<file path="src/hdl/spd_pkg.sv">
`timescale 1ns / 1ps
`default_nettype none
// ----------------------------------------------------------------------------
// spd_pkg: shared constants and types for the steering PID drive
// Widths of the error path, products and drive, register indexes, and the
// structs that carry configuration into the pipeline stages.
// ----------------------------------------------------------------------------
package spd_pkg;

    localparam int ANGLE_WIDTH    = 16;
    localparam int GAIN_FRAC_BITS = 16;

    localparam int GAIN_W  = 32;
    localparam int ACC_W   = 32;
    localparam int ERR_W   = ANGLE_WIDTH + 1;
    localparam int DE_W    = ANGLE_WIDTH + 2;
    localparam int P_W     = GAIN_W + ERR_W;
    localparam int I_W     = GAIN_W + ACC_W;
    localparam int D_W     = GAIN_W + DE_W;
    localparam int SUM_W   = I_W + 2;
    localparam int Q_W     = SUM_W - GAIN_FRAC_BITS;
    localparam int DRIVE_W = Q_W + 4;
    localparam int DHI_W   = 16;
    localparam int DLO_W   = 17;
    localparam int CLAMP_W = DLO_W + 1;
    localparam int DUTY_W  = 16;

    localparam int CFG_IDX_W  = 3;
    localparam int CFG_DATA_W = 32;

    localparam int IN_TDATA_W  = 2 * ANGLE_WIDTH;
    localparam int OUT_TDATA_W = ((1 + DUTY_W + 7) / 8) * 8;

    typedef enum logic [CFG_IDX_W-1:0] {
        REG_KP       = 3'd0,
        REG_KI       = 3'd1,
        REG_KD       = 3'd2,
        REG_INT_HI   = 3'd3,
        REG_INT_LO   = 3'd4,
        REG_DRIVE_HI = 3'd5,
        REG_DRIVE_LO = 3'd6
    } t_cfg_reg;

    localparam logic signed [ACC_W-1:0] INT_HI_RST = {1'b0, {(ACC_W-1){1'b1}}};
    localparam logic signed [ACC_W-1:0] INT_LO_RST = {1'b1, {(ACC_W-1){1'b0}}};
    localparam logic [DHI_W-1:0]        DRIVE_HI_RST = {DHI_W{1'b1}};
    localparam logic signed [DLO_W-1:0] DRIVE_LO_RST = {1'b1, {(DLO_W-2){1'b0}}, 1'b1};

    typedef struct packed {
        logic signed [GAIN_W-1:0] kp;
        logic signed [GAIN_W-1:0] ki;
        logic signed [GAIN_W-1:0] kd;
    } t_gains;

    typedef struct packed {
        logic signed [ACC_W-1:0] hi;
        logic signed [ACC_W-1:0] lo;
    } t_acc_lim;

    typedef struct packed {
        logic [DHI_W-1:0]        hi;
        logic signed [DLO_W-1:0] lo;
    } t_drive_lim;

endpackage
`default_nettype wire

</file>
<file path="src/hdl/spd_error_stage.sv">
`timescale 1ns / 1ps
`default_nettype none
// ----------------------------------------------------------------------------
// spd_error_stage: input register, error, clamped integral and derivative
// Holds the integral accumulator and previous error; both update when the
// item leaves the input register.
// ----------------------------------------------------------------------------
module spd_error_stage
    import spd_pkg::*;
(
    input  wire logic                          i_clk,
    input  wire logic                          i_rst_n,
    input  wire logic                          i_valid,
    output logic                               o_ready,
    input  wire logic signed [ANGLE_WIDTH-1:0] i_target,
    input  wire logic signed [ANGLE_WIDTH-1:0] i_measured,
    input  wire t_acc_lim                      i_lim,
    output logic                               o_valid,
    input  wire logic                          i_ready,
    output logic signed [ERR_W-1:0]            o_err,
    output logic signed [ACC_W-1:0]            o_acc,
    output logic signed [DE_W-1:0]             o_de
);

    logic                          r_in_valid;
    logic signed [ANGLE_WIDTH-1:0] r_target;
    logic signed [ANGLE_WIDTH-1:0] r_measured;
    logic                          r_valid;
    logic signed [ERR_W-1:0]       r_err;
    logic signed [ACC_W-1:0]       r_acc;
    logic signed [DE_W-1:0]        r_de;
    logic signed [ACC_W-1:0]       r_error_sum;
    logic signed [ERR_W-1:0]       r_last_error;

    logic                    out_ready;
    logic                    advance;
    logic signed [ERR_W-1:0] n_err;
    logic signed [ACC_W:0]   raw_sum;
    logic signed [ACC_W:0]   hi_ext;
    logic signed [ACC_W:0]   lo_ext;
    logic signed [ACC_W:0]   upper_clip;
    logic signed [ACC_W:0]   lower_clip;
    logic signed [ACC_W-1:0] n_acc;
    logic signed [DE_W-1:0]  n_de;

    assign out_ready = !r_valid || i_ready;
    assign advance   = r_in_valid && out_ready;
    assign o_ready   = !r_in_valid || out_ready;

    always_comb begin
        n_err   = {r_target[ANGLE_WIDTH-1], r_target}
                - {r_measured[ANGLE_WIDTH-1], r_measured};
        raw_sum = {r_error_sum[ACC_W-1], r_error_sum}
                + {{(ACC_W+1-ERR_W){n_err[ERR_W-1]}}, n_err};
        hi_ext  = {i_lim.hi[ACC_W-1], i_lim.hi};
        lo_ext  = {i_lim.lo[ACC_W-1], i_lim.lo};
        // upper bound first, lower bound wins when the limits cross
        upper_clip = (raw_sum > hi_ext) ? hi_ext : raw_sum;
        lower_clip = (upper_clip < lo_ext) ? lo_ext : upper_clip;
        n_acc   = lower_clip[ACC_W-1:0];
        n_de    = {n_err[ERR_W-1], n_err} - {r_last_error[ERR_W-1], r_last_error};
    end

    always_ff @(posedge i_clk) begin
        if (!i_rst_n) begin
            r_in_valid   <= 1'b0;
            r_valid      <= 1'b0;
            r_error_sum  <= '0;
            r_last_error <= '0;
        end else begin
            if (o_ready) begin
                r_in_valid <= i_valid;
            end
            if (out_ready) begin
                r_valid <= r_in_valid;
            end
            if (advance) begin
                r_error_sum  <= n_acc;
                r_last_error <= n_err;
            end
        end
    end

    always_ff @(posedge i_clk) begin
        if (i_valid && o_ready) begin
            r_target   <= i_target;
            r_measured <= i_measured;
        end
        if (advance) begin
            r_err <= n_err;
            r_acc <= n_acc;
            r_de  <= n_de;
        end
    end

    assign o_valid = r_valid;
    assign o_err   = r_err;
    assign o_acc   = r_acc;
    assign o_de    = r_de;

endmodule
`default_nettype wire

</file>
<file path="config.mk">
export PLATFORM = sky130hd
export DESIGN_NAME = spd_error_stage
export DESIGN_NICKNAME = d
export VERILOG_FILES = /design/src/hdl/spd_pkg.sv /design/src/hdl/spd_error_stage.sv
export SDC_FILE = /design/constraint.sdc
export NUM_CORES = 1
export LEC_CHECK = 0
export BUFFER_PORTS_ARGS = -buffer_cell sky130_fd_sc_hd__buf_2
export CELL_PAD_IN_SITES_DETAIL_PLACEMENT = 2
export CELL_PAD_IN_SITES_GLOBAL_PLACEMENT = 2
export CORE_MARGIN = 2
export CORE_UTILIZATION = 39
export DETAILED_ROUTE_END_ITERATION = 10
export GPL_ROUTABILITY_DRIVEN = 0
export PLACE_DENSITY = 0.95
export SLEW_MARGIN = 30
export SYNTH_ARGS = -nofsm -noshare
export SYNTH_HDL_FRONTEND = slang
export SYNTH_SLANG_ARGS = --single-unit
export TNS_END_PERCENT = 50
</file>
<file path="constraint.sdc">
create_clock -name i_clk -period 20.1 [get_ports i_clk]
set_input_delay 1.005 -clock i_clk [delete_from_list [all_inputs] [get_ports i_clk]]
set_output_delay 1.005 -clock i_clk [all_outputs]
set_load 0.01 [all_outputs]
</file>
=== After elaboration in Yosys (flattened, before gate mapping) ===
Cells that the tools add are included.

* Add/subtract/negate cells: 3
* Reductions and logical operators: 6
* Mux-type cells: 2
* Order comparisons: 2

{| class="wikitable"
|+ Operators by type and width
! cell !! number
|-
| $add 32x17->33 || 1
|-
| $gt 33x32->1 || 1
|-
| $lt 33x32->1 || 1
|-
| $mux 33 || 1
|-
| $mux 32 || 1
|-
| $sub 17x17->18 || 1
|-
| $sub 16x16->17 || 1
|-
| $logic_and 1x1->1 || 2
|-
| $logic_not 1->1 || 2
|-
| $logic_or 1x1->1 || 2
|}

* Input port bits: 100
* Output and inout bits: 69
* Bits in registers: 150
* Logic and storage cells: 22

=== Depth between registers and ports, before layout ===
* Depth after elaboration: 6
* Depth in mapped cells: 44
* Mapped depth without buffers: 40

=== Worst setup path before layout ===
No wires, ideal clock.

* Kind: register to register
* Start: register r_target[2]
* End: register r_acc[23] (netlist: o_acc[23]), data pin
* Clock period less this slack: 8810 ps
* Library setup time: 260 ps
* Arrival time: 8550 ps
* Path slack: 11290 ps
* Data required time: 19840 ps
* Path buffers: 3
* Cell stages (with the launch flop): 36
* Path through: edfxtp_1 -> ha_1 -> nor2b_1 -> o21a_1 -> o21ai_0 -> a21oi_1 -> o2111ai_1 -> a31oi_1 -> a21o_1 -> a21oi_1 -> ha_1 -> and3_1 -> and3_1 -> nand3_1 -> a21oi_1 -> o311ai_2 -> o31ai_1 -> a21oi_1 -> xnor2_1 -> ha_1 -> a21o_1 -> nand2_1 -> o2111ai_1 -> o221a_2 -> o31ai_1 -> buf_2 -> buf_2 -> mux2_2 -> ha_1 -> nand4_1 -> or4_1 -> a21o_1 -> and4b_1 -> a211oi_4 -> buf_6 -> mux2_2

* Cells in the longest elaborated chain, start to end: 6

{| class="wikitable"
|+ Ends and longest elaborated chain
! item !! RTL line !! text
|-
| from (decl) || spd_error_stage.sv:26 || <nowiki>logic signed [ANGLE_WIDTH-1:0] r_target;</nowiki>
|-
| from (signal assigned) || spd_error_stage.sv:86 || <nowiki>r_target <= i_target;</nowiki>
|-
| $sub 16x16->17 (*) || spd_error_stage.sv:52 || <nowiki>- {r_measured[ANGLE_WIDTH-1], r_measured};</nowiki>
|-
| named net n_err[16] || spd_error_stage.sv:37 || <nowiki>logic signed [ERR_W-1:0] n_err;</nowiki>
|-
| $add 32x17->33 (*) || spd_error_stage.sv:54 || <nowiki>+ {{(ACC_W+1-ERR_W){n_err[ERR_W-1]}}, n_err};</nowiki>
|-
| $gt 33x32->1 || spd_error_stage.sv:58 || <nowiki>upper_clip = (raw_sum > hi_ext) ? hi_ext : raw_sum;</nowiki>
|-
| $mux 33 (*) || spd_error_stage.sv:58 ||
|-
| $lt 33x32->1 || spd_error_stage.sv:59 || <nowiki>lower_clip = (upper_clip < lo_ext) ? lo_ext : upper_clip;</nowiki>
|-
| $mux 32 (*) || spd_error_stage.sv:59 ||
|-
| named net lower_clip[23] || spd_error_stage.sv:42 || <nowiki>logic signed [ACC_W:0] lower_clip;</nowiki>
|-
| to (signal assigned) || spd_error_stage.sv:91 || <nowiki>r_acc <= n_acc;</nowiki>
|-
| to (decl) || spd_error_stage.sv:30 || <nowiki>logic signed [ACC_W-1:0] r_acc;</nowiki>
|}

The timed path passes the listed nets; every way through them passes the cells marked *.
A chain may end at the register's enable or synchronous reset.

=== Worst setup path in the final report ===
* Start: register r_measured[0]
* End: register r_acc[16] (netlist: o_acc[16]), data pin

* Cells in the longest elaborated chain, start to end: 6

{| class="wikitable"
|+ Ends and longest elaborated chain
! item !! RTL line !! text
|-
| from (decl) || spd_error_stage.sv:27 || <nowiki>logic signed [ANGLE_WIDTH-1:0] r_measured;</nowiki>
|-
| from (signal assigned) || spd_error_stage.sv:87 || <nowiki>r_measured <= i_measured;</nowiki>
|-
| $sub 16x16->17 (*) || spd_error_stage.sv:52 ||
|-
| named net n_err[14] || spd_error_stage.sv:37 ||
|-
| $add 32x17->33 (*) || spd_error_stage.sv:54 ||
|-
| $gt 33x32->1 || spd_error_stage.sv:58 ||
|-
| $mux 33 (*) || spd_error_stage.sv:58 ||
|-
| $lt 33x32->1 || spd_error_stage.sv:59 ||
|-
| $mux 32 (*) || spd_error_stage.sv:59 ||
|-
| named net lower_clip[16] || spd_error_stage.sv:42 ||
|}

Marks and branches as above.

==> parameters.txt <==
Parameter                              Value

Outcome
  Result of the run ... completed

Routing
  WL met2 ... 23400 µm
  Met1 Wirelength ... 17900 µm
  DRC violation count after routing ... 0
  Routed wire length per instance ... 26.5 µm
  Via density per instance ... 6.04
  Sum of routed wire length over all layers ... 45900 µm
  Highest metal layer with signal wires ... met4
  Number of routed nets with antenna violations ... 0
  Via Count ... 10500
  Amount of wire on met3 after detailed routing ... 2010 µm
  Initial DRC count ... 606
  1st-pass router iterations ... 5

Clocking
  Number of clock sinks seen by CTS ... 150
  Depth of the CTS H-tree ... 4
  Clock tree from TritonCTS ... built
  Hold_buf cts ... 0
  Clock buffer count from CTS ... 17
  Skew-Pair Late Insertion Delay ... 0.46 ns
  Reg clk slew, reported paths ... 0.08 ns
  Number of setup buffers added after CTS ... 0
  Root buf cell ... sky130_fd_sc_hd__clkbuf_16
  Post-cts repair resize count ... 0
  Maximum count of clock buffers along a single path ... 2

Yosys
  Post-synthesis average cell area ... 9.20 µm²
  Largest family of logic cells by synthesized area ... compound AO/OA/AOI/OAI gates
  XOR/XNOR Fraction of Synth Area ... 4.43%
  Post-Synth Adder-Cell Area ... 15.7%
  Portion of the post-synthesis area used by sequential elements ... 36.7%
  Most frequently used flop master after synthesis ... sky130_fd_sc_hd__edfxtp_1
  Share of async-settable or async-resettable flops after synthesis ... 0%
  Fraction of the mapped netlist area in compound gates ... 18.5%
  Number of warnings reported in the yosys synthesis log ... 0
  Synthesized cell area ... 10900 µm²
  Register bit total from synthesis ... 150
  Number of flops mapped to enable cells by yosys ... 99
  Simple-gate share of the synthesized area ... 14.8%
  Gate count after technology mapping ... 1183
  Synthesized net count ... 1418
  Post-synthesis mux area share ... 3.21%
  Cell variety after synth ... 70

STA
  Post-route worst hold slack ... 0.480 ns
  Post-layout min period ... 11.70 ns
  Endpoints failing hold ... 0
  Tcrit/Tclk final ... 58.2%
  Sum Neg Setup Slack ... 0 ns
  # setup viols final ... 0
  Transition time at the pin with the least slew margin ... 0.883 ns
  Clock skew ... 0.0163 ns
  Max-slew headroom at the worst pin ... 41.1%
  Peak Freq ... 85.5 MHz
  Unrepaired setup endpoints after global routing ... no
  Final Slew Violations ... 0
  Worst Slack Setup Final ... 8.40 ns

Place
  Number of buffer cells added on primary ports ... 168
  Total instance count after detailed placement ... 1697
  Worst slack after detailed placement ... 9.00 ns
  DP HPWL ... 30900 µm

GRT
  Maximum number of pins on one net before global-route repair ... 65
  Antenna violations before repair ... 0
  First-pass GRT wire length ... 70600 µm
  Via count of the first global-routing pass ... 12000
  Tot GR Track Use ... 32.0%
  GRT overflow ... 0

Setup path
  Critical path's slowest cell ... sky130_fd_sc_hd__o31ai_4
  Critical path fanouts, max ... 37
  Critical path data arrival time ... 11.90 ns
  Beginning of the worst register-to-register path ... r_measured[0]$_DFFE_PP_
  Crit Path Class ... reg2reg
  Buffers & Inverters on Critical Path ... 2
  Largest stage delay on the critical path ... 0.79 ns
  Launching element type of the critical path ... register
  Required time reported for the critical path endpoint ... 20.29 ns
  Crit path capture type ... register
  Launching element of the worst setup path ... r_measured[0]$_DFFE_PP_
  Gate family responsible for the most delay along the worst path ... compound AO/OA/AOI/OAI gates
  Top cell by count, worst path ... sky130_fd_sc_hd__o21ai_0

Job
  Max-cap check violation count ... 0

Die
  Die area ... 29300 µm²
  Standard-cell row count ... 61
  I/O pins ... 169
  Die X-Extent ... 171 µm
  Die Span Y ... 171 µm
  Starting utilization of the core area ... 39.4%
  Placeable Area ... 27600 µm²

Layout
  Antenna Cells ... 0
  Final design utilization ... 46.0%
  Post-layout nets ... 1574
  Count of non-filler cells in the finished layout ... 1730
  Relative area change from synthesis to final layout ... 16.7%
  Layout cell share with drive strength beyond 1 ... 19.0%
  # fillers ... 3021

Power and ir drop
  Peak VDD IR ... 96.2 µV
  LEAKAGE ... 5.64 nW
  Power density of the placed cells ... 150 nW/µm²

Hold path
  Classification of the worst-slack hold path ... reg2reg
  Startpoint of the worst hold path ... r_last_error[12]$_SDFFE_PN0P_
-- routing by layer --
metal,up-vias,track usage [%]
met1,5270,35.1
met3,163,5.88
met5,-,0
li1,4636,-
met2,387,57.7
met4,0,18.1
-- registers in the layout, summed over array words and instances (netlist names) --
register      flops
o_valid           1
r_last_error     17
r_in_valid        1
r_error_sum      32
o_de             18
r_target         16
o_err            17
o_acc            32
r_measured       16
-- path summary, 6_finish.rpt --
kind                            cells after the start  slack [ns]                       endpoint
worst max-delay path                               37        8.40            o_acc[16]$_DFFE_PP_
worst min-delay path                                2        0.48  r_last_error[12]$_SDFFE_PN0P_
worst min register to register                      2        0.48  r_last_error[12]$_SDFFE_PN0P_
worst max register to register                     37        8.40            o_acc[16]$_DFFE_PP_
-- cells in the final DEF, fill, tap and decap left out, drive strengths merged, types with 4 or more instances in the layout --
cell type  instances
a211o              4
a211oi            12
a21boi            14
a21o              22
a21oi             80
a31o               8
a31oi              8
and2               5
and3               9
buf              178
clkbuf            17
clkinv             7
dfxtp             51
edfxtp            99
ha               132
inv              150
mux2              20
mux2i             12
nand2            100
nand2b             4
nand3             54
nand3b             5
nand4             36
nor2              52
nor2b             15
nor3              22
nor3b              4
nor4               6
o211a              4
o211ai             9
o21a              13
o21ai             68
o21ba              4
o21bai             4
o311ai            15
o31ai              8
o41ai              4
or3                5
xnor2             41
xor2              14
-- cell usage after synthesis (23+ instances only) --
master / n / area [µm²]
sky130_fd_sc_hd__inv_1: 142 / 533
sky130_fd_sc_hd__ha_1: 132 / 1650
sky130_fd_sc_hd__nand2_1: 100 / 375
sky130_fd_sc_hd__edfxtp_1: 99 / 2970
sky130_fd_sc_hd__a21oi_1: 80 / 400
sky130_fd_sc_hd__o21ai_0: 68 / 340
sky130_fd_sc_hd__nand3_1: 54 / 270
sky130_fd_sc_hd__nor2_1: 52 / 195
sky130_fd_sc_hd__dfxtp_1: 51 / 1020
sky130_fd_sc_hd__xnor2_1: 41 / 359
sky130_fd_sc_hd__nand4_1: 36 / 225
sky130_fd_sc_hd__clkbuf_1: 23 / 86.3
-- metrics by stage --
| stage | instance area (µm²) | total power (W) |
|---|---|---|
| 2_1_floorplan | 10900 | 0.00116 |
| 3_3_place_gp | 12100 | 0.00138 |
| 3_5_place_dp | 12100 | 0.00147 |
| 4_1_cts | 12700 | 0.00188 |
| 5_1_grt | 12700 | 0.00201 |
| 6_report | 12700 | 0.00191 |
-- power by group --
part	switching, W	internal, W
logic	0.000729	0.000378
registers	0.0000317	0.000430
clock network	0.000174	0.000168
-- tightest hold or removal path, stage by stage, from the launching register on --
cell and delay [ns]:
sky130_fd_sc_hd__dfxtp_1 0.32, sky130_fd_sc_hd__nand2_1 0.05, sky130_fd_sc_hd__a21boi_0 0.07
-- cells by family (layout without fill, tap and decap cells) --
family | after synthesis | count (layout)
simple gates | 328 | 328
compound gates | 300 | 300
buf+inv | 183 | 352
flops | 150 | 150
fa+ha+maj | 135 | 135
xor+xnor | 55 | 55
mux | 32 | 32
-- layout make-up --
type / count / area (µm²) / area share [%]
multi-input combinational: 850 / 6180 / 48.7
sequential: 150 / 3990 / 31.4
timing repair buffer: 178 / 920 / 7.24
inverter: 142 / 536 / 4.22
tap: 378 / 473 / 3.72
clock buffer: 17 / 425 / 3.35
clock inverter: 15 / 175 / 1.38
Power figures use the tool's default switching activity.
