[src/hdl/spd_pkg.sv]
`timescale 1ns / 1ps
`default_nettype none
// ----------------------------------------------------------------------------
// spd_pkg: shared constants and types for the steering PID drive
// Widths of the error path, products and drive, register indexes, and the
// structs that carry configuration into the pipeline stages.
// ----------------------------------------------------------------------------
package spd_pkg;

    localparam int ANGLE_WIDTH    = 16;
    localparam int GAIN_FRAC_BITS = 16;

    localparam int GAIN_W  = 32;
    localparam int ACC_W   = 32;
    localparam int ERR_W   = ANGLE_WIDTH + 1;
    localparam int DE_W    = ANGLE_WIDTH + 2;
    localparam int P_W     = GAIN_W + ERR_W;
    localparam int I_W     = GAIN_W + ACC_W;
    localparam int D_W     = GAIN_W + DE_W;
    localparam int SUM_W   = I_W + 2;
    localparam int Q_W     = SUM_W - GAIN_FRAC_BITS;
    localparam int DRIVE_W = Q_W + 4;
    localparam int DHI_W   = 16;
    localparam int DLO_W   = 17;
    localparam int CLAMP_W = DLO_W + 1;
    localparam int DUTY_W  = 16;

    localparam int CFG_IDX_W  = 3;
    localparam int CFG_DATA_W = 32;

    localparam int IN_TDATA_W  = 2 * ANGLE_WIDTH;
    localparam int OUT_TDATA_W = ((1 + DUTY_W + 7) / 8) * 8;

    typedef enum logic [CFG_IDX_W-1:0] {
        REG_KP       = 3'd0,
        REG_KI       = 3'd1,
        REG_KD       = 3'd2,
        REG_INT_HI   = 3'd3,
        REG_INT_LO   = 3'd4,
        REG_DRIVE_HI = 3'd5,
        REG_DRIVE_LO = 3'd6
    } t_cfg_reg;

    localparam logic signed [ACC_W-1:0] INT_HI_RST = {1'b0, {(ACC_W-1){1'b1}}};
    localparam logic signed [ACC_W-1:0] INT_LO_RST = {1'b1, {(ACC_W-1){1'b0}}};
    localparam logic [DHI_W-1:0]        DRIVE_HI_RST = {DHI_W{1'b1}};
    localparam logic signed [DLO_W-1:0] DRIVE_LO_RST = {1'b1, {(DLO_W-2){1'b0}}, 1'b1};

    typedef struct packed {
        logic signed [GAIN_W-1:0] kp;
        logic signed [GAIN_W-1:0] ki;
        logic signed [GAIN_W-1:0] kd;
    } t_gains;

    typedef struct packed {
        logic signed [ACC_W-1:0] hi;
        logic signed [ACC_W-1:0] lo;
    } t_acc_lim;

    typedef struct packed {
        logic [DHI_W-1:0]        hi;
        logic signed [DLO_W-1:0] lo;
    } t_drive_lim;

endpackage
`default_nettype wire

[src/hdl/spd_sum_stage.sv]
`timescale 1ns / 1ps
`default_nettype none
// ----------------------------------------------------------------------------
// spd_sum_stage: term sum, scale-down and amplification
// Sums the three products, drops the fraction with truncation toward zero,
// then multiplies by ten; one register after each step.
// ----------------------------------------------------------------------------
module spd_sum_stage
    import spd_pkg::*;
(
    input  wire logic                      i_clk,
    input  wire logic                      i_rst_n,
    input  wire logic                      i_valid,
    output logic                           o_ready,
    input  wire logic signed [P_W-1:0]     i_p_term,
    input  wire logic signed [I_W-1:0]     i_i_term,
    input  wire logic signed [D_W-1:0]     i_d_term,
    output logic                           o_valid,
    input  wire logic                      i_ready,
    output logic signed [DRIVE_W-1:0]      o_drive
);

    logic                      r_sum_valid;
    logic                      r_q_valid;
    logic                      r_drive_valid;
    logic signed [SUM_W-1:0]   r_sum;
    logic signed [Q_W-1:0]     r_q;
    logic signed [DRIVE_W-1:0] r_drive;

    logic                      drive_ready;
    logic                      q_ready;
    logic signed [SUM_W-1:0]   n_sum;
    logic signed [SUM_W-1:0]   biased;
    logic signed [Q_W-1:0]     n_q;
    logic signed [DRIVE_W-1:0] q_ext;
    logic signed [DRIVE_W-1:0] n_drive;

    assign drive_ready = !r_drive_valid || i_ready;
    assign q_ready     = !r_q_valid || drive_ready;
    assign o_ready     = !r_sum_valid || q_ready;

    always_comb begin
        n_sum  = {{(SUM_W-P_W){i_p_term[P_W-1]}}, i_p_term}
               + {{(SUM_W-I_W){i_i_term[I_W-1]}}, i_i_term}
               + {{(SUM_W-D_W){i_d_term[D_W-1]}}, i_d_term};
        // bias negative sums so the floor shift truncates toward zero
        biased = r_sum + {{(SUM_W-GAIN_FRAC_BITS){1'b0}},
                          {GAIN_FRAC_BITS{r_sum[SUM_W-1]}}};
        n_q    = biased[SUM_W-1:GAIN_FRAC_BITS];
        q_ext  = {{(DRIVE_W-Q_W){r_q[Q_W-1]}}, r_q};
        n_drive = (q_ext <<< 3) + (q_ext <<< 1);
    end

    always_ff @(posedge i_clk) begin
        if (!i_rst_n) begin
            r_sum_valid   <= 1'b0;
            r_q_valid     <= 1'b0;
            r_drive_valid <= 1'b0;
        end else begin
            if (o_ready) begin
                r_sum_valid <= i_valid;
            end
            if (q_ready) begin
                r_q_valid <= r_sum_valid;
            end
            if (drive_ready) begin
                r_drive_valid <= r_q_valid;
            end
        end
    end

    always_ff @(posedge i_clk) begin
        if (i_valid && o_ready) begin
            r_sum <= n_sum;
        end
        if (r_sum_valid && q_ready) begin
            r_q <= n_q;
        end
        if (r_q_valid && drive_ready) begin
            r_drive <= n_drive;
        end
    end

    assign o_valid = r_drive_valid;
    assign o_drive = r_drive;

endmodule
`default_nettype wire

[config.mk]
export PLATFORM = sky130hd
export DESIGN_NAME = spd_sum_stage
export DESIGN_NICKNAME = d
export VERILOG_FILES = /design/src/hdl/spd_pkg.sv /design/src/hdl/spd_sum_stage.sv
export SDC_FILE = /design/constraint.sdc
export NUM_CORES = 1
export LEC_CHECK = 0
export BUFFER_PORTS_ARGS = -buffer_cell sky130_fd_sc_hd__buf_2
export CORE_MARGIN = 5
export CORE_UTILIZATION = 55
export DETAILED_ROUTE_END_ITERATION = 10
export PLACE_DENSITY = 0.78
export SYNTH_ARGS = -nofsm -noshare
export SYNTH_HDL_FRONTEND = slang
export SYNTH_SLANG_ARGS = --single-unit
[constraint.sdc]
create_clock -name i_clk -period 10.8 [get_ports i_clk]
set_input_delay 0.54 -clock i_clk [delete_from_list [all_inputs] [get_ports i_clk]]
set_output_delay 0.54 -clock i_clk [all_outputs]
set_load 0.005 [all_outputs]
# After elaboration in Yosys (flattened, before gate mapping)
# Index checks and enable logic that the tools add are counted.
# totals
reg_bits,173
inputBits,167
output_inout_bits,56
word_cells,19
# op_classes
addsub,4
n_reduce_logical,9
# op_table
cell,n
adder 65 x 50 -> 66 bit,1
adder 66 x 16 -> 66 bit,1
adder 49 x 64 -> 65 bit,1
adder 53 x 51 -> 54 bit,1
logical AND 1 bit,3
zero test 1 bit,3
logical OR 1 bit,3

# Logic depth before layout (Yosys ltp)
# Gate-level depths: netlist (run 1).
# depth
depth_word,5
mapped_depth,14
depth_no_buf,14

# Worst setup path before layout (run 1)
# OpenSTA, ideal clock, no wires.
# synth_timing
path_kind,input-to-reg
start,in i_ready
end,reg r_q[0] (enable)
setup_ns,0.534
t_arrival_ns,4.294
required_ns,10.266
setup_slack_ns,5.972
cell_stages,2
path_buffers,0
cell_sequence,nor2b_1 a21boi_0
# synth_via
elab_chain_len,3
# synth_rtl
element,line,rtl
"start, declared",spd_sum_stage.sv:19,"input wire logic i_ready,"
logical OR 1 bit,spd_sum_stage.sv:38,assign drive_ready = !r_drive_valid || i_ready;
logical OR 1 bit,spd_sum_stage.sv:39,assign q_ready = !r_q_valid || drive_ready;
logical AND 1 bit,spd_sum_stage.sv:76,if (r_sum_valid && q_ready) begin
"end signal, assigned",spd_sum_stage.sv:77,r_q <= n_q;
"end, declared",spd_sum_stage.sv:27,logic signed [Q_W-1:0] r_q;
# Every way passes these cells.
# A chain may end at the register's enable or synchronous reset.

# Worst setup path in the final report (run 1)
# layout_timing
start,in i_p_term[44]
end,reg r_sum[59] (data pin)
# layout_via
elab_chain_len,2
# layout_rtl
element,line,rtl
"start, declared",spd_sum_stage.sv:15,"input wire logic signed [P_W-1:0] i_p_term,"
adder 49 x 64 -> 65 bit,spd_sum_stage.sv:44,"+ {{(SUM_W-I_W){i_i_term[I_W-1]}}, i_i_term}"
adder 65 x 50 -> 66 bit,spd_sum_stage.sv:45,"+ {{(SUM_W-D_W){i_d_term[D_W-1]}}, i_d_term};"
via n_sum[59],spd_sum_stage.sv:32,logic signed [SUM_W-1:0] n_sum;
"end signal, assigned",spd_sum_stage.sv:74,r_sum <= n_sum;
"end, declared",spd_sum_stage.sv:26,logic signed [SUM_W-1:0] r_sum;
# The timed path passes the listed nets, and every way through them passes these cells.

==> results of run 1 <==
[stage by stage]
stage               hold slack (ps)  cell area [µm²]  utilization [%]  power, mW  setup slack [ps]
floorplan                       431            14500                -       1.95              5970
global placement                444            15900             60.9       2.26              6460
detailed placement              444            15900             60.9       2.28              6410
CTS                             336            16500             63.3       2.92              6830
global route                    369            16500             63.3       3.12              6690
finish                          355            16500             63.3       2.92              6810
[per-layer routing]
layer  part of all wire, %  vias up
met5                     0        -
met4                   1.2        0
met3                   6.5       39
met2                    43      427
met1                    49     5350
li1                      -     5674
[power by group]
group | switching (mW) | internal, mW | leakage [nW] | total (mW)
combinational | 0.739 | 0.535 | 4.90 | 1.27
clock | 0.260 | 0.369 | 0.301 | 0.628
sequential | 0.0825 | 0.938 | 1.63 | 1.02
[final cells by class]
cell class / count / area [µm²]
sequential: 172 / 5130
timing repair buffer: 224 / 1130
tap: 335 / 419
multi-input combinational: 1147 / 9040
fill: 2134 / 9570
clock inverter: 15 / 183
clock buffer: 17 / 425
inverter: 42 / 158
[how the worst min path moves through the flow]
| stage | to | slack (ps) | cells past startpoint |
|---|---|---|---|
| 2_1_floorplan | o_drive[1] | 430 | 0 |
| 3_3_place_gp | o_drive[1] | 440 | 0 |
| 3_5_place_dp | o_drive[1] | 440 | 0 |
| 4_1_cts | o_valid | 340 | 2 |
| 5_1_grt | o_valid | 370 | 2 |
| 6_report | o_valid | 360 | 2 |
[Yosys cell counts (12+ instances only)]
cell type,number
edfxtp_1,169
a21oi_1,133
ha_1,128
xnor2_1,102
nand2_1,101
a21o_1,71
fa_1,66
nor2_1,65
xor2_1,54
nand4_1,43
inv_1,42
nand3_1,40
o21ai_1,39
clkbuf_1,38
o21ai_0,34
o21bai_1,31
and3_1,25
nor3_1,23
nor2b_1,20
buf_2,17
o21a_1,13
a211oi_1,12
[cells in the final DEF, fill, tap and decap left out, drive strengths merged, types with 25 or more instances in the layout]
cell	instances
a21o	71
a21oi	134
and3	25
buf	224
edfxtp	169
fa	66
ha	128
inv	48
nand2	101
nand3	40
nand4	44
nor2	66
o21ai	73
o21bai	31
xnor2	102
xor2	54
[cells by family after synthesis]
| group | Yosys count | synth area share, % |
|---|---|---|
| other | 1 | 0.0258 |
| adder cells (fa/ha/maj) | 194 | 20.1 |
| AO/OA/AOI/OAI | 429 | 19.4 |
| flip-flops | 172 | 35.3 |
| buffers and inverters | 98 | 2.70 |
| AND/OR/NAND/NOR | 367 | 13.1 |
| XOR/XNOR | 156 | 9.40 |
[worst register-to-register path: stages (launching register included)]
cell	delay, ps
edfxtp_1	820
ha_1	410
a21o_1	170
a21o_1	170
a211oi_1	220
o21ai_1	140
a211oi_4	590
nor3_4	170
and2_1	250
and3_1	210
xor2_1	140
[registers in the layout (all words and copies together), names as in the netlist]
name / cells
r_q: 50
o_drive: 53
r_q_valid: 1
o_valid: 1
r_sum_valid: 1
r_sum: 66
==> impl_metrics.json, run 1 <==
{
  "worst_slew_pin_slew_ps": 1330,
  "area_growth_syn_to_layout_pct": 13.4,
  "viasPerCell": 5.89,
  "cp-startpoint": "i_p_term[44]",
  "cts_buffers": 17,
  "drive_gt1_share_pct": 17.4,
  "grt_max_degree": 67,
  "vias": 11500,
  "outcome": "complete, no violations",
  "synth-edff-count": 169,
  "gp_congestion": 0.928,
  "fmax_mhz": 251,
  "n_antenna_cell": 0,
  "fin_crit_ps": 3990,
  "synth.distinct_cells": 73,
  "die_w_um": 173,
  "ff2ff_setup_slack_ps": 7260,
  "cap_violations": 0,
  "r2r_cells": 10,
  "synth_top_cell_area_share_pct": 34.9,
  "cts_hold_buffers": 0,
  "antenna_found_initial": 0,
  "worst-path-stages": 12,
  "end_kind": "register",
  "slew_violations": 0,
  "io_pins": 223,
  "hpwl_um": 26300,
  "start_util_pct": 55.8,
  "cts_sinks": 172,
  "use_met1_pct": 32.5,
  "fin_setup_tns_ps": 0,
  "grt_pass1_vias": 11100,
  "final_cells": 1952,
  "drt-wirelength-per-cell_um": 16.6,
  "syn-num-nets": 1778,
  "rows": 59,
  "yosysWarnings": 0,
  "ant_nets": 0,
  "worstReg2RegEnd": "r_q[17]",
  "rsz0062_at_grt": "no",
  "timing.rr.start": "r_sum[65]",
  "ctsResizeCount": 0,
  "grt_overflow": 0,
  "min_period_over_period_pct": 36.9,
  "path_cells": "buf_2 > fa_1 > ha_1 > a21oi_1 > o21ai_1 > a2111oi_0 > o31ai_2 > a211oi_2 > nor4_4 > nor2_2 > o21bai_1 > xor2_1",
  "p_leak_nw": 6.82,
  "min_path_type": "in -> reg",
  "mappedNetlistArea_um2": 14500,
  "holdCritStartpoint": "i_rst_n",
  "met2_usage_pct": 32.4,
  "cpMaxStageDelayCell": "a2111oi_0",
  "finalSetupViolCount": 0,
  "drt_iter0_drc": 1026,
  "finalWirelength_um": 32300,
  "synthFlopType": "edfxtp_1",
  "critPathKind": "in -> reg",
  "drt_pre_antenna_iters": 6,
  "h-tree-depth": 4,
  "num-nets-final": 1965,
  "synth_top_area_cell": "edfxtp_1",
  "numPortBuffers": 221,
  "ir_worst_vdd_uv": 115,
  "hold_viol": 0,
  "busiest_layer": "met1",
  "yosys_register_bits": 172,
  "slowest_delay_ps": 1130,
  "clock_path_buffers": 2,
  "syn_area_per_cell_um2": 10.3,
  "skew_ps": 16.2,
  "critPathArrivalTime_ps": 4160,
  "cts_tree": "yes",
  "cp_max_fo": 6,
  "drc": 0,
  "cts-root-buf": "clkbuf_16",
  "grt_pass1_wl_um": 54100,
  "use_met3_pct": 2.82,
  "required_ps": 10970,
  "dp_cells": 1920,
  "clkLatencyLatePin_ps": 420,
  "p_per_area_nw_per_um2": 177,
  "grt_use_total_pct": 21.1,
  "cp-endpoint": "r_sum[59]",
  "critPathBufInv": 1,
  "dieArea_um2": 29800,
  "die_h_um": 173,
  "postCtsSetupBuffers": 0,
  "synthTopCellsByArea": "edfxtp_1, ha_1, fa_1, xnor2_1, a21oi_1",
  "synthCells": 1417,
  "fp.coreArea_um2": 26100,
  "max-slew-margin-rel_pct": 9.00,
  "path_delay_family": "compound AO/OA/AOI/OAI gates",
  "start_kind": "primary input",
  "synthArstFlopShare_pct": 0,
  "clk_pin_slew_ps": 70,
  "seq_area_frac_synth_pct": 35.3
}
(Power assumes the default switching activity.)
==> run 2: changes to the inputs <==
--- a/config.mk
+++ b/config.mk
@@ -7,7 +7,7 @@
 export LEC_CHECK = 0
 export BUFFER_PORTS_ARGS = -buffer_cell sky130_fd_sc_hd__buf_2
 export CORE_MARGIN = 5
-export CORE_UTILIZATION = 55
+export CORE_UTILIZATION = 53
 export DETAILED_ROUTE_END_ITERATION = 10
 export PLACE_DENSITY = 0.78
 export SYNTH_ARGS = -nofsm -noshare
==> constraint.sdc (replaced) <==
create_clock -name i_clk -period 3.2 [get_ports i_clk]
set_input_delay 0.16 -clock i_clk [delete_from_list [all_inputs] [get_ports i_clk]]
set_output_delay 0.16 -clock i_clk [all_outputs]
set_load 0.005 [all_outputs]
==> impl_metrics.json, run 2 (synthesis results as in run 1) <==
{
  "start_util_pct": 53.9,
  "outcome": "complete, no violations",
  "ff2ff_setup_slack_ps": 160,
  "cap_violations": 0,
  "fin_setup_tns_ps": 0,
  "cts_buffers": 17,
  "cp-startpoint": "r_sum[65]",
  "grt_pass1_vias": 12100,
  "vias": 11900,
  "n_antenna_cell": 0,
  "ir_worst_vdd_uv": 267,
  "largest_reg_flops": 66,
  "finalSetupViolCount": 0,
  "clock_path_buffers": 2,
  "cp-endpoint": "r_q[7]",
  "postCtsSetupBuffers": 0,
  "dieArea_um2": 30800,
  "die_w_um": 176,
  "end_kind": "register",
  "drt_pre_antenna_iters": 5,
  "cts-root-buf": "clkbuf_16",
  "antenna_found_initial": 0,
  "fp.coreArea_um2": 27000,
  "slew_violations": 0,
  "cp_max_fo": 17,
  "drc": 0,
  "cts_tree": "yes",
  "min_path_type": "in -> reg",
  "num-nets-final": 2119,
  "viasPerCell": 5.65,
  "fin_crit_ps": 3040,
  "io_pins": 223,
  "gp_congestion": 0.909,
  "busiest_layer": "met2",
  "final_util_pct": 65.6,
  "rows": 60,
  "regMostFlops": "r_sum",
  "p_per_area_nw_per_um2": 584,
  "numPortBuffers": 221,
  "min_period_over_period_pct": 94.9,
  "hold_viol": 0,
  "fmax_mhz": 329,
  "drt_iter0_drc": 953,
  "worstReg2RegEnd": "r_q[7]",
  "r2r_cells": 12,
  "cts_sinks": 172,
  "use_met3_pct": 3.14,
  "h-tree-depth": 4,
  "post-place-ws_ps": -312,
  "whs_ps": 59.9,
  "clk_pin_slew_ps": 60,
  "fin_ws_ps": 163,
  "layout_commonest_cell": "buf_2",
  "area_growth_syn_to_layout_pct": 21.6,
  "required_ps": 3380,
  "skew_ps": 8.55,
  "worst_slew_pin_slew_ps": 792,
  "critPathKind": "reg -> reg",
  "p_leak_nw": 7.55,
  "grt_max_degree": 67,
  "timing.rr.start": "r_sum[65]",
  "start_kind": "register",
  "use_met1_pct": 33.8,
  "met2_usage_pct": 35.5,
  "grt_overflow": 0,
  "clkLatencyLatePin_ps": 430,
  "grt_pass1_wl_um": 58200,
  "rsz0062_at_grt": "no",
  "max-slew-margin-rel_pct": 47.2,
  "final_cell_mix": "buf_2, edfxtp_1, buf_4, a21oi_1, ha_1",
  "critPathArrivalTime_ps": 3220,
  "grt_use_total_pct": 22.7,
  "drive_gt1_share_pct": 25.0,
  "finalWirelength_um": 34800,
  "ant_nets": 0,
  "die_h_um": 176,
  "drt-wirelength-per-cell_um": 16.5,
  "hpwl_um": 29200
}
run 2: cell types whose count changed in the layout (fill, tap and decap cells not counted), sizes merged:
cell,before,now
dlygate4sd3,0,1
bufinv,3,1
clkinvlp,0,2
buf,224,377
run 2: final cells by class:
class                   instances  area, µm²
fillers                      2164       9270
flip-flops and latches        172       5130
multi-input cells            1147       9100
well taps                     341        427
clock buffers                  17        425
clock inverters                15        136
repair buffers                378       2300
inverters                      42        158
run 2: worst max-delay path, stage by stage (launching register included):
cell      delay (ps)
edfxtp_1         420
buf_12           180
ha_1             330
a21o_1           180
a21o_1           170
a211oi_1         210
o21ai_1          140
a211oi_4         320
buf_4            210
nor2b_1           80
and3_1           230
and3_1           180
xor2_1           130
run 2: layer usage:
metal  part of all wire [%]  routed length [µm]  vias to the layer above
met3                    5.2                1800                       36
li1                       -                   -                     6000
met4                    1.4                 486                        0
met5                      0                   0                        -
met2                     45               15500                      344
met1                     49               17000                     5554
run 2: timing repair:
action                                  CTS  global route
hold endpoints to repair                  3             0
endpoints found under the setup margin    0             9
hold buffers                              1             0
gates resized for setup                   0             9
run 2: report_power, final:
group,leakage [nW],switching (mW),internal (mW)
sequential,1.63,0.274,3.17
clock,0.274,0.885,1.08
combinational,5.65,2.65,2.26
run 2: worst min-delay path by stage:
stage | depth (start not counted) | startpoint | endpoint
2_1_floorplan | 1 | i_rst_n | o_valid
3_3_place_gp | 2 | i_rst_n | o_valid
3_5_place_dp | 2 | i_rst_n | o_valid
4_1_cts | 3 | i_valid | r_sum_valid
5_1_grt | 3 | i_valid | r_sum_valid
6_report | 3 | i_valid | r_sum_valid
run 2: through the flow:
step	instances	area [µm²]	total power, mW
after floorplan	1417	14600	6.59
after global placement	2079	17100	8.18
after detailed placement	2079	17100	8.31
after CTS	2112	17600	10.3
after global routing	2112	17700	11.0
final	2112	17700	10.3
