### config.mk
export PLATFORM = sky130hd
export DESIGN_NAME = spd_drive_stage
export DESIGN_NICKNAME = d
export VERILOG_FILES = /design/src/hdl/spd_pkg.sv /design/src/hdl/spd_drive_stage.sv
export SDC_FILE = /design/constraint.sdc
export NUM_CORES = 1
export LEC_CHECK = 0
export BUFFER_PORTS_ARGS = -buffer_cell sky130_fd_sc_hd__buf_2
export CORE_ASPECT_RATIO = 1.75
export CORE_MARGIN = 8
export CORE_UTILIZATION = 45
export CTS_CLUSTER_DIAMETER = 50
export DETAILED_ROUTE_END_ITERATION = 10
export GPL_ROUTABILITY_DRIVEN = 1
export PLACE_DENSITY = 0.7
export REMOVE_ABC_BUFFERS = 1
export SYNTH_ARGS = -nofsm -noshare
export SYNTH_HDL_FRONTEND = slang
export SYNTH_SLANG_ARGS = --single-unit
### constraint.sdc
create_clock -name i_clk -period 8.3 [get_ports i_clk]
set_clock_uncertainty 0.2 [all_clocks]
set_input_delay 1.66 -clock i_clk [delete_from_list [all_inputs] [get_ports i_clk]]
set_output_delay 1.66 -clock i_clk [all_outputs]
set_load 0.02 [all_outputs]
### src/hdl/spd_pkg.sv
`timescale 1ns / 1ps
`default_nettype none
// ----------------------------------------------------------------------------
// spd_pkg: shared constants and types for the steering PID drive
// Widths of the error path, products and drive, register indexes, and the
// structs that carry configuration into the pipeline stages.
// ----------------------------------------------------------------------------
package spd_pkg;

    localparam int ANGLE_WIDTH    = 16;
    localparam int GAIN_FRAC_BITS = 16;

    localparam int GAIN_W  = 32;
    localparam int ACC_W   = 32;
    localparam int ERR_W   = ANGLE_WIDTH + 1;
    localparam int DE_W    = ANGLE_WIDTH + 2;
    localparam int P_W     = GAIN_W + ERR_W;
    localparam int I_W     = GAIN_W + ACC_W;
    localparam int D_W     = GAIN_W + DE_W;
    localparam int SUM_W   = I_W + 2;
    localparam int Q_W     = SUM_W - GAIN_FRAC_BITS;
    localparam int DRIVE_W = Q_W + 4;
    localparam int DHI_W   = 16;
    localparam int DLO_W   = 17;
    localparam int CLAMP_W = DLO_W + 1;
    localparam int DUTY_W  = 16;

    localparam int CFG_IDX_W  = 3;
    localparam int CFG_DATA_W = 32;

    localparam int IN_TDATA_W  = 2 * ANGLE_WIDTH;
    localparam int OUT_TDATA_W = ((1 + DUTY_W + 7) / 8) * 8;

    typedef enum logic [CFG_IDX_W-1:0] {
        REG_KP       = 3'd0,
        REG_KI       = 3'd1,
        REG_KD       = 3'd2,
        REG_INT_HI   = 3'd3,
        REG_INT_LO   = 3'd4,
        REG_DRIVE_HI = 3'd5,
        REG_DRIVE_LO = 3'd6
    } t_cfg_reg;

    localparam logic signed [ACC_W-1:0] INT_HI_RST = {1'b0, {(ACC_W-1){1'b1}}};
    localparam logic signed [ACC_W-1:0] INT_LO_RST = {1'b1, {(ACC_W-1){1'b0}}};
    localparam logic [DHI_W-1:0]        DRIVE_HI_RST = {DHI_W{1'b1}};
    localparam logic signed [DLO_W-1:0] DRIVE_LO_RST = {1'b1, {(DLO_W-2){1'b0}}, 1'b1};

    typedef struct packed {
        logic signed [GAIN_W-1:0] kp;
        logic signed [GAIN_W-1:0] ki;
        logic signed [GAIN_W-1:0] kd;
    } t_gains;

    typedef struct packed {
        logic signed [ACC_W-1:0] hi;
        logic signed [ACC_W-1:0] lo;
    } t_acc_lim;

    typedef struct packed {
        logic [DHI_W-1:0]        hi;
        logic signed [DLO_W-1:0] lo;
    } t_drive_lim;

endpackage
`default_nettype wire

### src/hdl/spd_drive_stage.sv
`timescale 1ns / 1ps
`default_nettype none
// ----------------------------------------------------------------------------
// spd_drive_stage: drive saturation and output register
// Clamps the amplified drive to the drive limits and splits it into a
// direction bit and a duty magnitude.
// ----------------------------------------------------------------------------
module spd_drive_stage
    import spd_pkg::*;
(
    input  wire logic                      i_clk,
    input  wire logic                      i_rst_n,
    input  wire logic                      i_valid,
    output logic                           o_ready,
    input  wire logic signed [DRIVE_W-1:0] i_drive,
    input  wire t_drive_lim                i_lim,
    output logic                           o_valid,
    input  wire logic                      i_ready,
    output logic                           o_forward,
    output logic [DUTY_W-1:0]              o_duty
);

    logic              r_valid;
    logic              r_forward;
    logic [DUTY_W-1:0] r_duty;

    logic signed [DRIVE_W-1:0] hi_ext;
    logic signed [DRIVE_W-1:0] lo_ext;
    logic signed [DRIVE_W-1:0] upper_clip;
    logic signed [DRIVE_W-1:0] lower_clip;
    logic signed [CLAMP_W-1:0] clamped;
    logic [CLAMP_W-1:0]        neg_mag;
    logic                      n_forward;
    logic [DUTY_W-1:0]         n_duty;

    assign o_ready = !r_valid || i_ready;

    always_comb begin
        hi_ext     = {{(DRIVE_W-DHI_W){1'b0}}, i_lim.hi};
        lo_ext     = {{(DRIVE_W-DLO_W){i_lim.lo[DLO_W-1]}}, i_lim.lo};
        upper_clip = (i_drive > hi_ext) ? hi_ext : i_drive;
        lower_clip = (upper_clip < lo_ext) ? lo_ext : upper_clip;
        clamped    = lower_clip[CLAMP_W-1:0];
        neg_mag    = -clamped;
        n_forward  = !clamped[CLAMP_W-1];
        if (n_forward) begin
            n_duty = clamped[DUTY_W-1:0];
        end else if (|neg_mag[CLAMP_W-1:DUTY_W]) begin
            // full-scale reverse drive saturates the duty
            n_duty = {DUTY_W{1'b1}};
        end else begin
            n_duty = neg_mag[DUTY_W-1:0];
        end
    end

    always_ff @(posedge i_clk) begin
        if (!i_rst_n) begin
            r_valid <= 1'b0;
        end else if (o_ready) begin
            r_valid <= i_valid;
        end
    end

    always_ff @(posedge i_clk) begin
        if (i_valid && o_ready) begin
            r_forward <= n_forward;
            r_duty    <= n_duty;
        end
    end

    assign o_valid   = r_valid;
    assign o_forward = r_forward;
    assign o_duty    = r_duty;

endmodule
`default_nettype wire

### Yosys cells after proc, flatten, opt, wreduce, memory -nomap -nowiden

Cells that the tools add are included.

| operators by class | value |
|---|---|
| reduce and logical (&&, ||, !) cells | 5 |
| $lt $le $gt $ge | 2 |
| divide/modulo/power cells | 0 |
| $mul | 0 |
| muxes and demuxes | 4 |
| bitwise gates (word level) | 0 |
| equality and inequality tests | 0 |
| $add $sub $neg | 1 |
| shift operators | 0 |

Operators by type and width:

| operator | count |
|---|---|
| $gt A54 B17 Y1 | 1 |
| $lt A54 B17 Y1 | 1 |
| $mux W54 | 1 |
| $mux W16 | 2 |
| $mux W18 | 1 |
| $neg A18 Y18 | 1 |
| $logic_not A1 Y1 | 2 |
| $reduce_or A2 Y1 | 1 |
| $logic_and A1 B1 Y1 | 1 |
| $logic_or A1 B1 Y1 | 1 |

| word-level totals | value |
|---|---|
| input port bits | 91 |
| memories | 0 |
| memory bits (read-only) | 0 |
| output and inout port bits | 19 |
| bits in registers | 18 |
| word-level logic and storage cells | 15 |
| latch bits | 0 |
| RAM bits | 0 |

### Longest topological paths before layout

Gate-level depths: netlist of the first run.

| depth | value |
|---|---|
| word-level depth | 8 |
| gate-level depth with buffers | 30 |

### Worst setup path after synthesis of the first run

Ideal clock, no wire load.

| timing path | value |
|---|---|
| path kind | input-to-reg |
| start point | input i_drive[20] |
| end point | register r_duty[10], in the netlist o_duty[10], data pin |
| required time | 7.838 ns |
| data arrival time | 7.186 ns |
| stages | 26 |
| slack | 0.652 ns |
| path buffers | 3 |
| cell sequence | or4_4 nor4_2 a31oi_1 o21ai_2 buf_2 mux2_2 ha_1 a21oi_1 o22ai_1 o31a_1 a2111oi_1 a31oi_1 a221o_1 a31o_4 buf_6 mux2i_1 ha_1 nor3b_1 nand2_1 or3_1 nor3_1 a21oi_1 nand3_1 mux2_4 buf_8 o211ai_2 |

| on the way | value |
|---|---|
| longest elaborated chain between the ends | 8 |

Ends and longest elaborated chain:

| what | RTL line | RTL |
|---|---|---|
| start: declaration | spd_drive_stage.sv:15 | `input wire logic signed [DRIVE_W-1:0] i_drive,` |
| $gt A54 B17 Y1 | spd_drive_stage.sv:41 | `upper_clip = (i_drive > hi_ext) ? hi_ext : i_drive;` |
| $mux W54 (*) | spd_drive_stage.sv:41 |  |
| $lt A54 B17 Y1 | spd_drive_stage.sv:42 | `lower_clip = (upper_clip < lo_ext) ? lo_ext : upper_clip;` |
| $mux W18 (*) | spd_drive_stage.sv:42 |  |
| $neg A18 Y18 | spd_drive_stage.sv:44 | `neg_mag = -clamped;` |
| $reduce_or A2 Y1 | spd_drive_stage.sv:48 | `end else if (\|neg_mag[CLAMP_W-1:DUTY_W]) begin` |
| $mux W16 | spd_drive_stage.sv:48 |  |
| $mux W16 (*) | spd_drive_stage.sv:46 | `if (n_forward) begin` |
| named net n_duty[10] | spd_drive_stage.sv:34 | `logic [DUTY_W-1:0] n_duty;` |
| end signal: assignment | spd_drive_stage.sv:67 | `r_duty <= n_duty;` |
| end: declaration | spd_drive_stage.sv:25 | `logic [DUTY_W-1:0] r_duty;` |

The timed path passes the listed nets; every way through them passes the cells marked *.
A chain may end at the register's enable or synchronous reset.

### Worst setup path in the final report of the first run

| timing path | value |
|---|---|
| start point | input i_drive[4] |
| end point | register r_duty[1], in the netlist o_duty[1], data pin |

The elaborated chain is that of the path after synthesis.

==> summary.md, run 1 <==
| Metric | Value |
|---|---|
| Status | finished clean |
| Critical path class | input port to flip-flop |
| Total core area | 0.00820 sq mm |
| Later-pin clock latency in the skew report | 0.25 ns |
| Most common cell after layout, fill and taps aside | buf_2 |
| Largest net degree at the start of global routing | 32 |
| RSZ-0062 raised after global routing | false |
| CP top delay family | compound AO/OA/AOI/OAI gates |
| Crit share post-route | 0.947 |
| GRT Resource Usage Total | 0.190 |
| Critical path's slowest cell | or3_1 |
| Clock sink count | 18 |
| Final min period | 7.86 ns |
| Power Density | about 100 mW/mm^2 |
| GP Congestion | about 0.9 |
| Final hold vios | 0 |
| Root Driver | clkbuf_16 |
| Combinational power share | 0.526 |
| Synth Register Bits | 18 |
| Required @ worst endpoint | approximately 8.1 ns |
| Die height | between 100 and 150 microns |
| Most Used Layer, Global Route | met2 |
| Relative slew slack | 0.353 |
| Commonest non-fill, non-tap cells in the layout | buf_2, ha_1, inv_1, and2_1, nand2_1 |
| Total power | ~450 uW |
| # diodes | 0 |
| Fin cells | 649 |
| Vias per cell | 5.90 |
| Starting Density | 0.456 |
| IO Pins | 110 |
| EDFF count, synth | 17 |
| Primary FF master, synth | edfxtp_1 |
| CTS H-Tree Depth | 1 |
| CP Launch Type | input port |
| # nets final | 719 |
| CTS Buf Count | 3 |
| Ys Warns | 0 |
| Die Area | roughly 0.012 sq mm |
| Die W | 84.9 microns |
| GR Util met2 | 0.379 |
| Worst R2R Setup Slack | between 6 and 7 ns |
| Pre-antenna DRT Iters | 4 |
| Sequential share of power | 0.262 |
| Final HPWL DP | 9590 microns |
| Hold Path Cell Cnt | 2 |
| Remaining antenna violation count | 0 |
| Worst Tran Pin Value | ~0.97 ns |
| Final setup violation count | 0 |
| Longest Clk Path Bufs | 2 |
| Synthesized instance count | 451 |
| Clk slew on worst S/H paths | 0.05 ns |
| M1 GR Usage | 0.173 |
| Hold Path Class | flip-flop to flip-flop |
| Met3 GRT Util | 0.0289 |
| Clock power share | 0.212 |
| Psw | 164 uW |
| Global-route wire length before repair | 18,000 microns |
| Crit path buffers/inverters | 2 |
| Crit-path max cell delay | 0.38 ns |
| Max VDD drop | 0.108 mV |
| Cell Rows | 44 |
| CTS tree | done |
| Dpl ws | -0.111 ns |
| Leak pwr | 0.00218 uW |
| Area Growth Syn to Fin | 20.5% |
| Setup crit end kind | flip-flop |
| Sw Share | 0.366 |
| WL final | 11,200 microns |
| Achievable frequency | 0.127 GHz |
| Max-cap violation count | 0 |
| Vias | 3,831 |
| Layout cells sized above 1 | 0.280 |
| Number of port buffers | 109 |
| R2r worst-path depth | 2 |
| Antenna violations before repair | 1 |
| Wire length per cell | about 17 microns |
| FFs w/ async S/R, synth | 0 |
| Number of global-route vias before repair | 4,044 |
| Max Slew Vio Count | 0 |
| Grt ovf | 0 |
| Int Power | 283 uW |
| Syn Area/Cell | 8.30 sq um |
| Sequential share of the synthesized area | 0.142 |
| Placed Instances | 642 |
| DRT iter0 DRCs | 127 |
| Crit path DAT | 7.64 ns |
| Netlist cell types | 56 |
| CP max FO | 31 |
| Stages on the worst setup path | 27 |
| Final WS setup | 0.443 ns |
| Drc violations | 0 |
| Mapped Area | 0.00374 sq mm |
kinds of logic after synthesis:
group                      after synthesis  share of synthesized area
muxes                                   26                     0.0769
adders and majority gates               70                      0.234
and+or+nand+nor                        167                      0.247
xor gates and xnor gates                26                     0.0609
DFF                                     18                      0.142
buffers and inverters                   54                     0.0622
AOI/OAI and AO/OA                       90                      0.177
registers in the layout, indices dropped and copies added (netlist names):
name       flops
o_duty        16
o_forward      1
o_valid        1
through the flow:
stage / cell area (sq um) / hold WS [ns] / util / TNS, ns
3_5_place_dp: 4380 / 0.348 / 0.534 / -1.14
2_1_floorplan: 3650 / 0.550 / - / -2.52
6_report: 4510 / 0.340 / 0.550 / 0
3_3_place_gp: 4380 / 0.299 / 0.534 / 0
5_1_grt: 4510 / 0.394 / 0.550 / 0
4_1_cts: 4460 / 0.352 / 0.543 / 0
worst register-to-register path: stages, from the launching register on:
cell,delay (ns)
dfxtp_1,0.30
nand2b_1,0.09
and2_1,0.61
final cells by class:
cell class | instances | area, sq um
clock buffer | 3 | 75.1
clock inverter | 1 | 3.75
fill | 773 | 3690
inverter | 38 | 143
multi-input combinational | 380 | 3020
sequential | 18 | 531
tap | 92 | 115
timing repair buffer | 117 | 622
power by group through the flow:
stage | clock network (uW) | registers (uW) | logic, uW
6_report | 94.5 | 117 | 235
2_1_floorplan | 0 | 133 | 136
3_5_place_dp | 0 | 119 | 230
3_3_place_gp | 0 | 119 | 224
5_1_grt | 101 | 118 | 262
4_1_cts | 95.6 | 117 | 231
cells in the mapped netlist, types with 2 or more instances:
| master | instances | share of area |
|---|---|---|
| a211oi_1 | 2 | 0.0040 |
| a21boi_0 | 2 | 0.0040 |
| a21o_1 | 10 | 0.020 |
| a21oi_1 | 21 | 0.028 |
| a221o_1 | 2 | 0.0054 |
| a31oi_1 | 2 | 0.0033 |
| and2_1 | 37 | 0.062 |
| and3b_1 | 2 | 0.0047 |
| buf_2 | 3 | 0.0040 |
| buf_4 | 2 | 0.0040 |
| clkbuf_1 | 9 | 0.0090 |
| edfxtp_1 | 17 | 0.14 |
| ha_1 | 70 | 0.23 |
| inv_1 | 38 | 0.038 |
| mux2_2 | 17 | 0.051 |
| mux2i_1 | 7 | 0.019 |
| nand2_1 | 33 | 0.033 |
| nand2b_1 | 6 | 0.010 |
| nand3_1 | 19 | 0.025 |
| nand4_1 | 14 | 0.023 |
| nor2_1 | 19 | 0.019 |
| nor3_1 | 5 | 0.0067 |
| nor4_1 | 15 | 0.025 |
| o211ai_1 | 9 | 0.018 |
| o211ai_2 | 7 | 0.023 |
| o21ai_0 | 13 | 0.017 |
| o311ai_0 | 3 | 0.0070 |
| o31ai_1 | 6 | 0.012 |
| o41ai_1 | 3 | 0.0070 |
| or3_1 | 5 | 0.0084 |
| or4_1 | 3 | 0.0060 |
| xnor2_1 | 26 | 0.061 |
final timing paths:
| check | from | end |
|---|---|---|
| worst max register to register | o_valid | o_duty[0] |
| worst min-delay path | o_valid | o_valid |
| worst min register to register | o_valid | o_valid |
| worst max-delay path | i_drive[4] | o_duty[1] |
what timing repair did:
item	in CTS	in global routing
setup buffers	0	2
gates resized for setup	0	6
endpoints found under the setup margin	0	16
hold buffers	0	0
per-layer routing:
layer | vias up | wire length [microns] | part of all wire
li1 | 1890 | - | -
met1 | 1746 | 3970 | 0.35
met2 | 147 | 6080 | 0.54
met3 | 48 | 544 | 0.049
met4 | 0 | 601 | 0.054
met5 | - | 0 | 0
(Power assumes the default switching activity.)
==> run 2, diff against run 1 <==
- ABC_AREA: not set -> 1
- PLACE_DENSITY: 0.7 -> 0.69
==> summary.md, run 2 <==
| Metric | Value |
|---|---|
| Wire length per cell | 12.9 microns (-25%) |
| Multi-input gate area | 0.00303 sq mm (+0.41%) |
| Die W | 88.5 microns (+4.2%) |
| IO Pins | 110 (unchanged) |
| Max reg flops | 16 (unchanged) |
| # diodes | 0 (unchanged) |
| Top cell type's share of synthesized area | 0.212 (-0.0224) |
| Remaining antenna violation count | 0 (unchanged) |
| Hold Buf Count CTS | 0 (unchanged) |
| # nets final | 938 (+30%) |
| Layout cells sized above 1 | 0.227 (-0.0533) |
| WL final | 11,600 microns (+3.3%) |
| Ys Warns | 0 (unchanged) |
| GP Congestion | 0.922 (+3.0%) |
| Critical path's most frequent cell | nand2_1 |
| Syn Area/Cell | 6.13 sq um (-26%) |
| Mapped Area | 0.00414 sq mm (+11%) |
| Grt ovf | 0 (unchanged) |
| Fin Setup TNS | 0 ns (unchanged) |
| Crit path buffers/inverters | 3 (+1) |
| Largest net degree at the start of global routing | 38 (+19%) |
| Root Driver | clkbuf_16 |
| Number of port buffers | 109 (unchanged) |
| Leak pwr | 0.00285 uW (+31%) |
| Max VDD drop | 0.0986 mV (-8.9%) |
| FFs w/ async S/R, synth | 0 (unchanged) |
| Crit-path max cell delay | 0.49 ns (+0.11 ns) |
| Total core area | 0.00898 sq mm (+9.5%) |
| CP Launch Type | input port |
| Max Slew Vio Count | 0 (unchanged) |
| Area Growth Syn to Fin | 16.8% |
| Critical path class | input port to flip-flop |
| GRT Resource Usage Total | 0.186 (-0.00457) |
| Final hold vios | 0 (unchanged) |
| Setup crit end kind | flip-flop |
| Min-delay src | o_valid |
| Antenna violations before repair | 0 (-1) |
| Max-cap violation count | 0 (unchanged) |
| Critical path's slowest cell | inv_2 |
| Post-synth top area cell | ha_1 |
| Sequential Area | 531 sq um (unchanged) |
| DRT iter0 DRCs | 171 (+35%) |
| Starting Density | 0.461 (+0.00477) |
| Most common cell after layout, fill and taps aside | nand2_1 |
| Die Area | 0.0126 sq mm (+8.9%) |
| Cell Rows | 46 (+4.5%) |
| Primary FF master, synth | edfxtp_1 |
| Filler instances | 953 (+23%) |
| Hold Path Cell Cnt | 2 (unchanged) |
| Commonest non-fill, non-tap cells in the layout | nand2_1, inv_1, buf_2, nor2_1, ha_1 |
| Final setup violation count | 0 (unchanged) |
| Most frequent cell after synthesis | nand2_1 |
| Sequential share of the synthesized area | 0.128 (-0.0136) |
| Die height | 143 microns (+4.6%) |
| Global-route wire length before repair | 18,900 microns (+5.4%) |
| R2r worst-path depth | 2 (unchanged) |
| Final min period | 6.85 ns (-1.01 ns) |
| Vias per cell | 5.01 (-15%) |
| Later-pin clock latency in the skew report | 0.24 ns (about the same) |
| Top cells by area in the synthesized netlist | ha_1, nand2_1, edfxtp_1 |
| Pre-antenna DRT Iters | 5 (+1) |
| Clk slew on worst S/H paths | 0.05 ns (about the same) |
| Hold Path Class | flip-flop to flip-flop |
| CTS-repair resized insts | 0 (unchanged) |
| Drc violations | 0 (unchanged) |
| Crit path DAT | 6.64 ns (-1.00 ns) |
| Netlist cell types | 40 (-29%) |
| End of the worst hold path | o_valid |
| Power Density | 110 mW/mm^2 (+11%) |
| Capturing point of the worst reg2reg path | o_forward |
| Vias | 4,492 (+17%) |
| Number of global-route vias before repair | 4,545 (+12%) |
| Longest Clk Path Bufs | 2 (unchanged) |
| Status | finished clean |
| Final HPWL DP | 10,400 microns (+8.5%) |
| Post-CTS setup buffers | 0 (unchanged) |
| Achievable frequency | 0.146 GHz (+15%) |
| Worst R2R Setup Slack | 7.08 ns (+0.35 ns) |
| Synth Register Bits | 18 (unchanged) |
| RSZ-0062 raised after global routing | false |
| CTS H-Tree Depth | 1 (unchanged) |
| Relative slew slack | 0.502 (+0.149) |
| Critical R2R Launch | o_valid |
| EDFF count, synth | 17 (unchanged) |
| CTS Buf Count | 3 (unchanged) |
| CP max FO | 37 (+19%) |
| CP top delay family | simple AND/OR/NAND/NOR gates |
| Synth cell count leaders | nand2_1, inv_1, nor2_1 |
| Synthesized instance count | 675 (+50%) |
| Worst Tran Pin Value | 0.745 ns (-0.224 ns) |
| Required @ worst endpoint | 8.10 ns (+0.02 ns) |
| Crit share post-route | 0.825 (-0.122) |
| CTS tree | done |
| Clock sink count | 18 (unchanged) |
| Layout Utilization | 0.538 (-0.0114) |
## run 2: kinds of logic after synthesis
logic type                 after synthesis  share of synthesized area
AOI/OAI and AO/OA                       69                     0.0910
buffers and inverters                  142                      0.139
adders and majority gates               70                      0.212
xor gates and xnor gates                 7                     0.0148
DFF                                     18                      0.128
and+or+nand+nor                        369                      0.415
## run 2: area by class of cell
class	count	share of cell area
Tap cell	120	0.0311
Clock buffer	4	0.0163
Timing Repair Buffer	111	0.116
Multi-Input combinational cell	515	0.627
Inverter	128	0.0994
Sequential cell	18	0.110
## run 2: per-layer routing
metal,track usage,up-vias,share of wire
met3,0.0155,43,0.040
met4,0.114,0,0.055
met1,0.170,1972,0.35
met2,0.370,123,0.56
li1,-,2354,-
met5,0,-,0
## run 2: worst register-to-register path, delay by kind of cell (launching register included)
| kind | cells | cell delay, ns |
|---|---|---|
| DFF | 1 | 0.32 |
| buffers and inverters | 1 | 0.25 |
| AOI/OAI and AO/OA | 1 | 0.14 |
## run 2: worst max path at each step
stage	from	to	slack, ns	cells after the start
floorplan	i_lim[30]	o_duty[14]	2.15	31
global placement	i_lim[32]	o_duty[15]	1.31	32
detailed placement	i_lim[32]	o_duty[15]	1.16	32
CTS	i_lim[32]	o_duty[2]	1.42	32
global route	i_lim[32]	o_duty[2]	0.76	32
finish	i_lim[32]	o_duty[15]	1.45	32
## run 2: power by group
group | internal (uW) | total [uW] | switching [uW]
logic | 112 | 312 | 200
clock network | 65.1 | 94.8 | 29.7
registers | 120 | 123 | 2.65
## run 2: stage by stage
| stage | worst slack (ns) | instance area (sq um) | power (uW) | instances | hold slack (ns) |
|---|---|---|---|---|---|
| after detailed placement | 1.16 | 4750 | 438 | 892 | 0.309 |
| after floorplan | 2.15 | 4040 | 349 | 661 | 0.529 |
| after global placement | 1.31 | 4750 | 430 | 892 | 0.288 |
| after global routing | 0.760 | 4830 | 579 | 896 | 0.379 |
| final | 1.45 | 4830 | 530 | 896 | 0.317 |
| after CTS | 1.42 | 4830 | 534 | 896 | 0.316 |
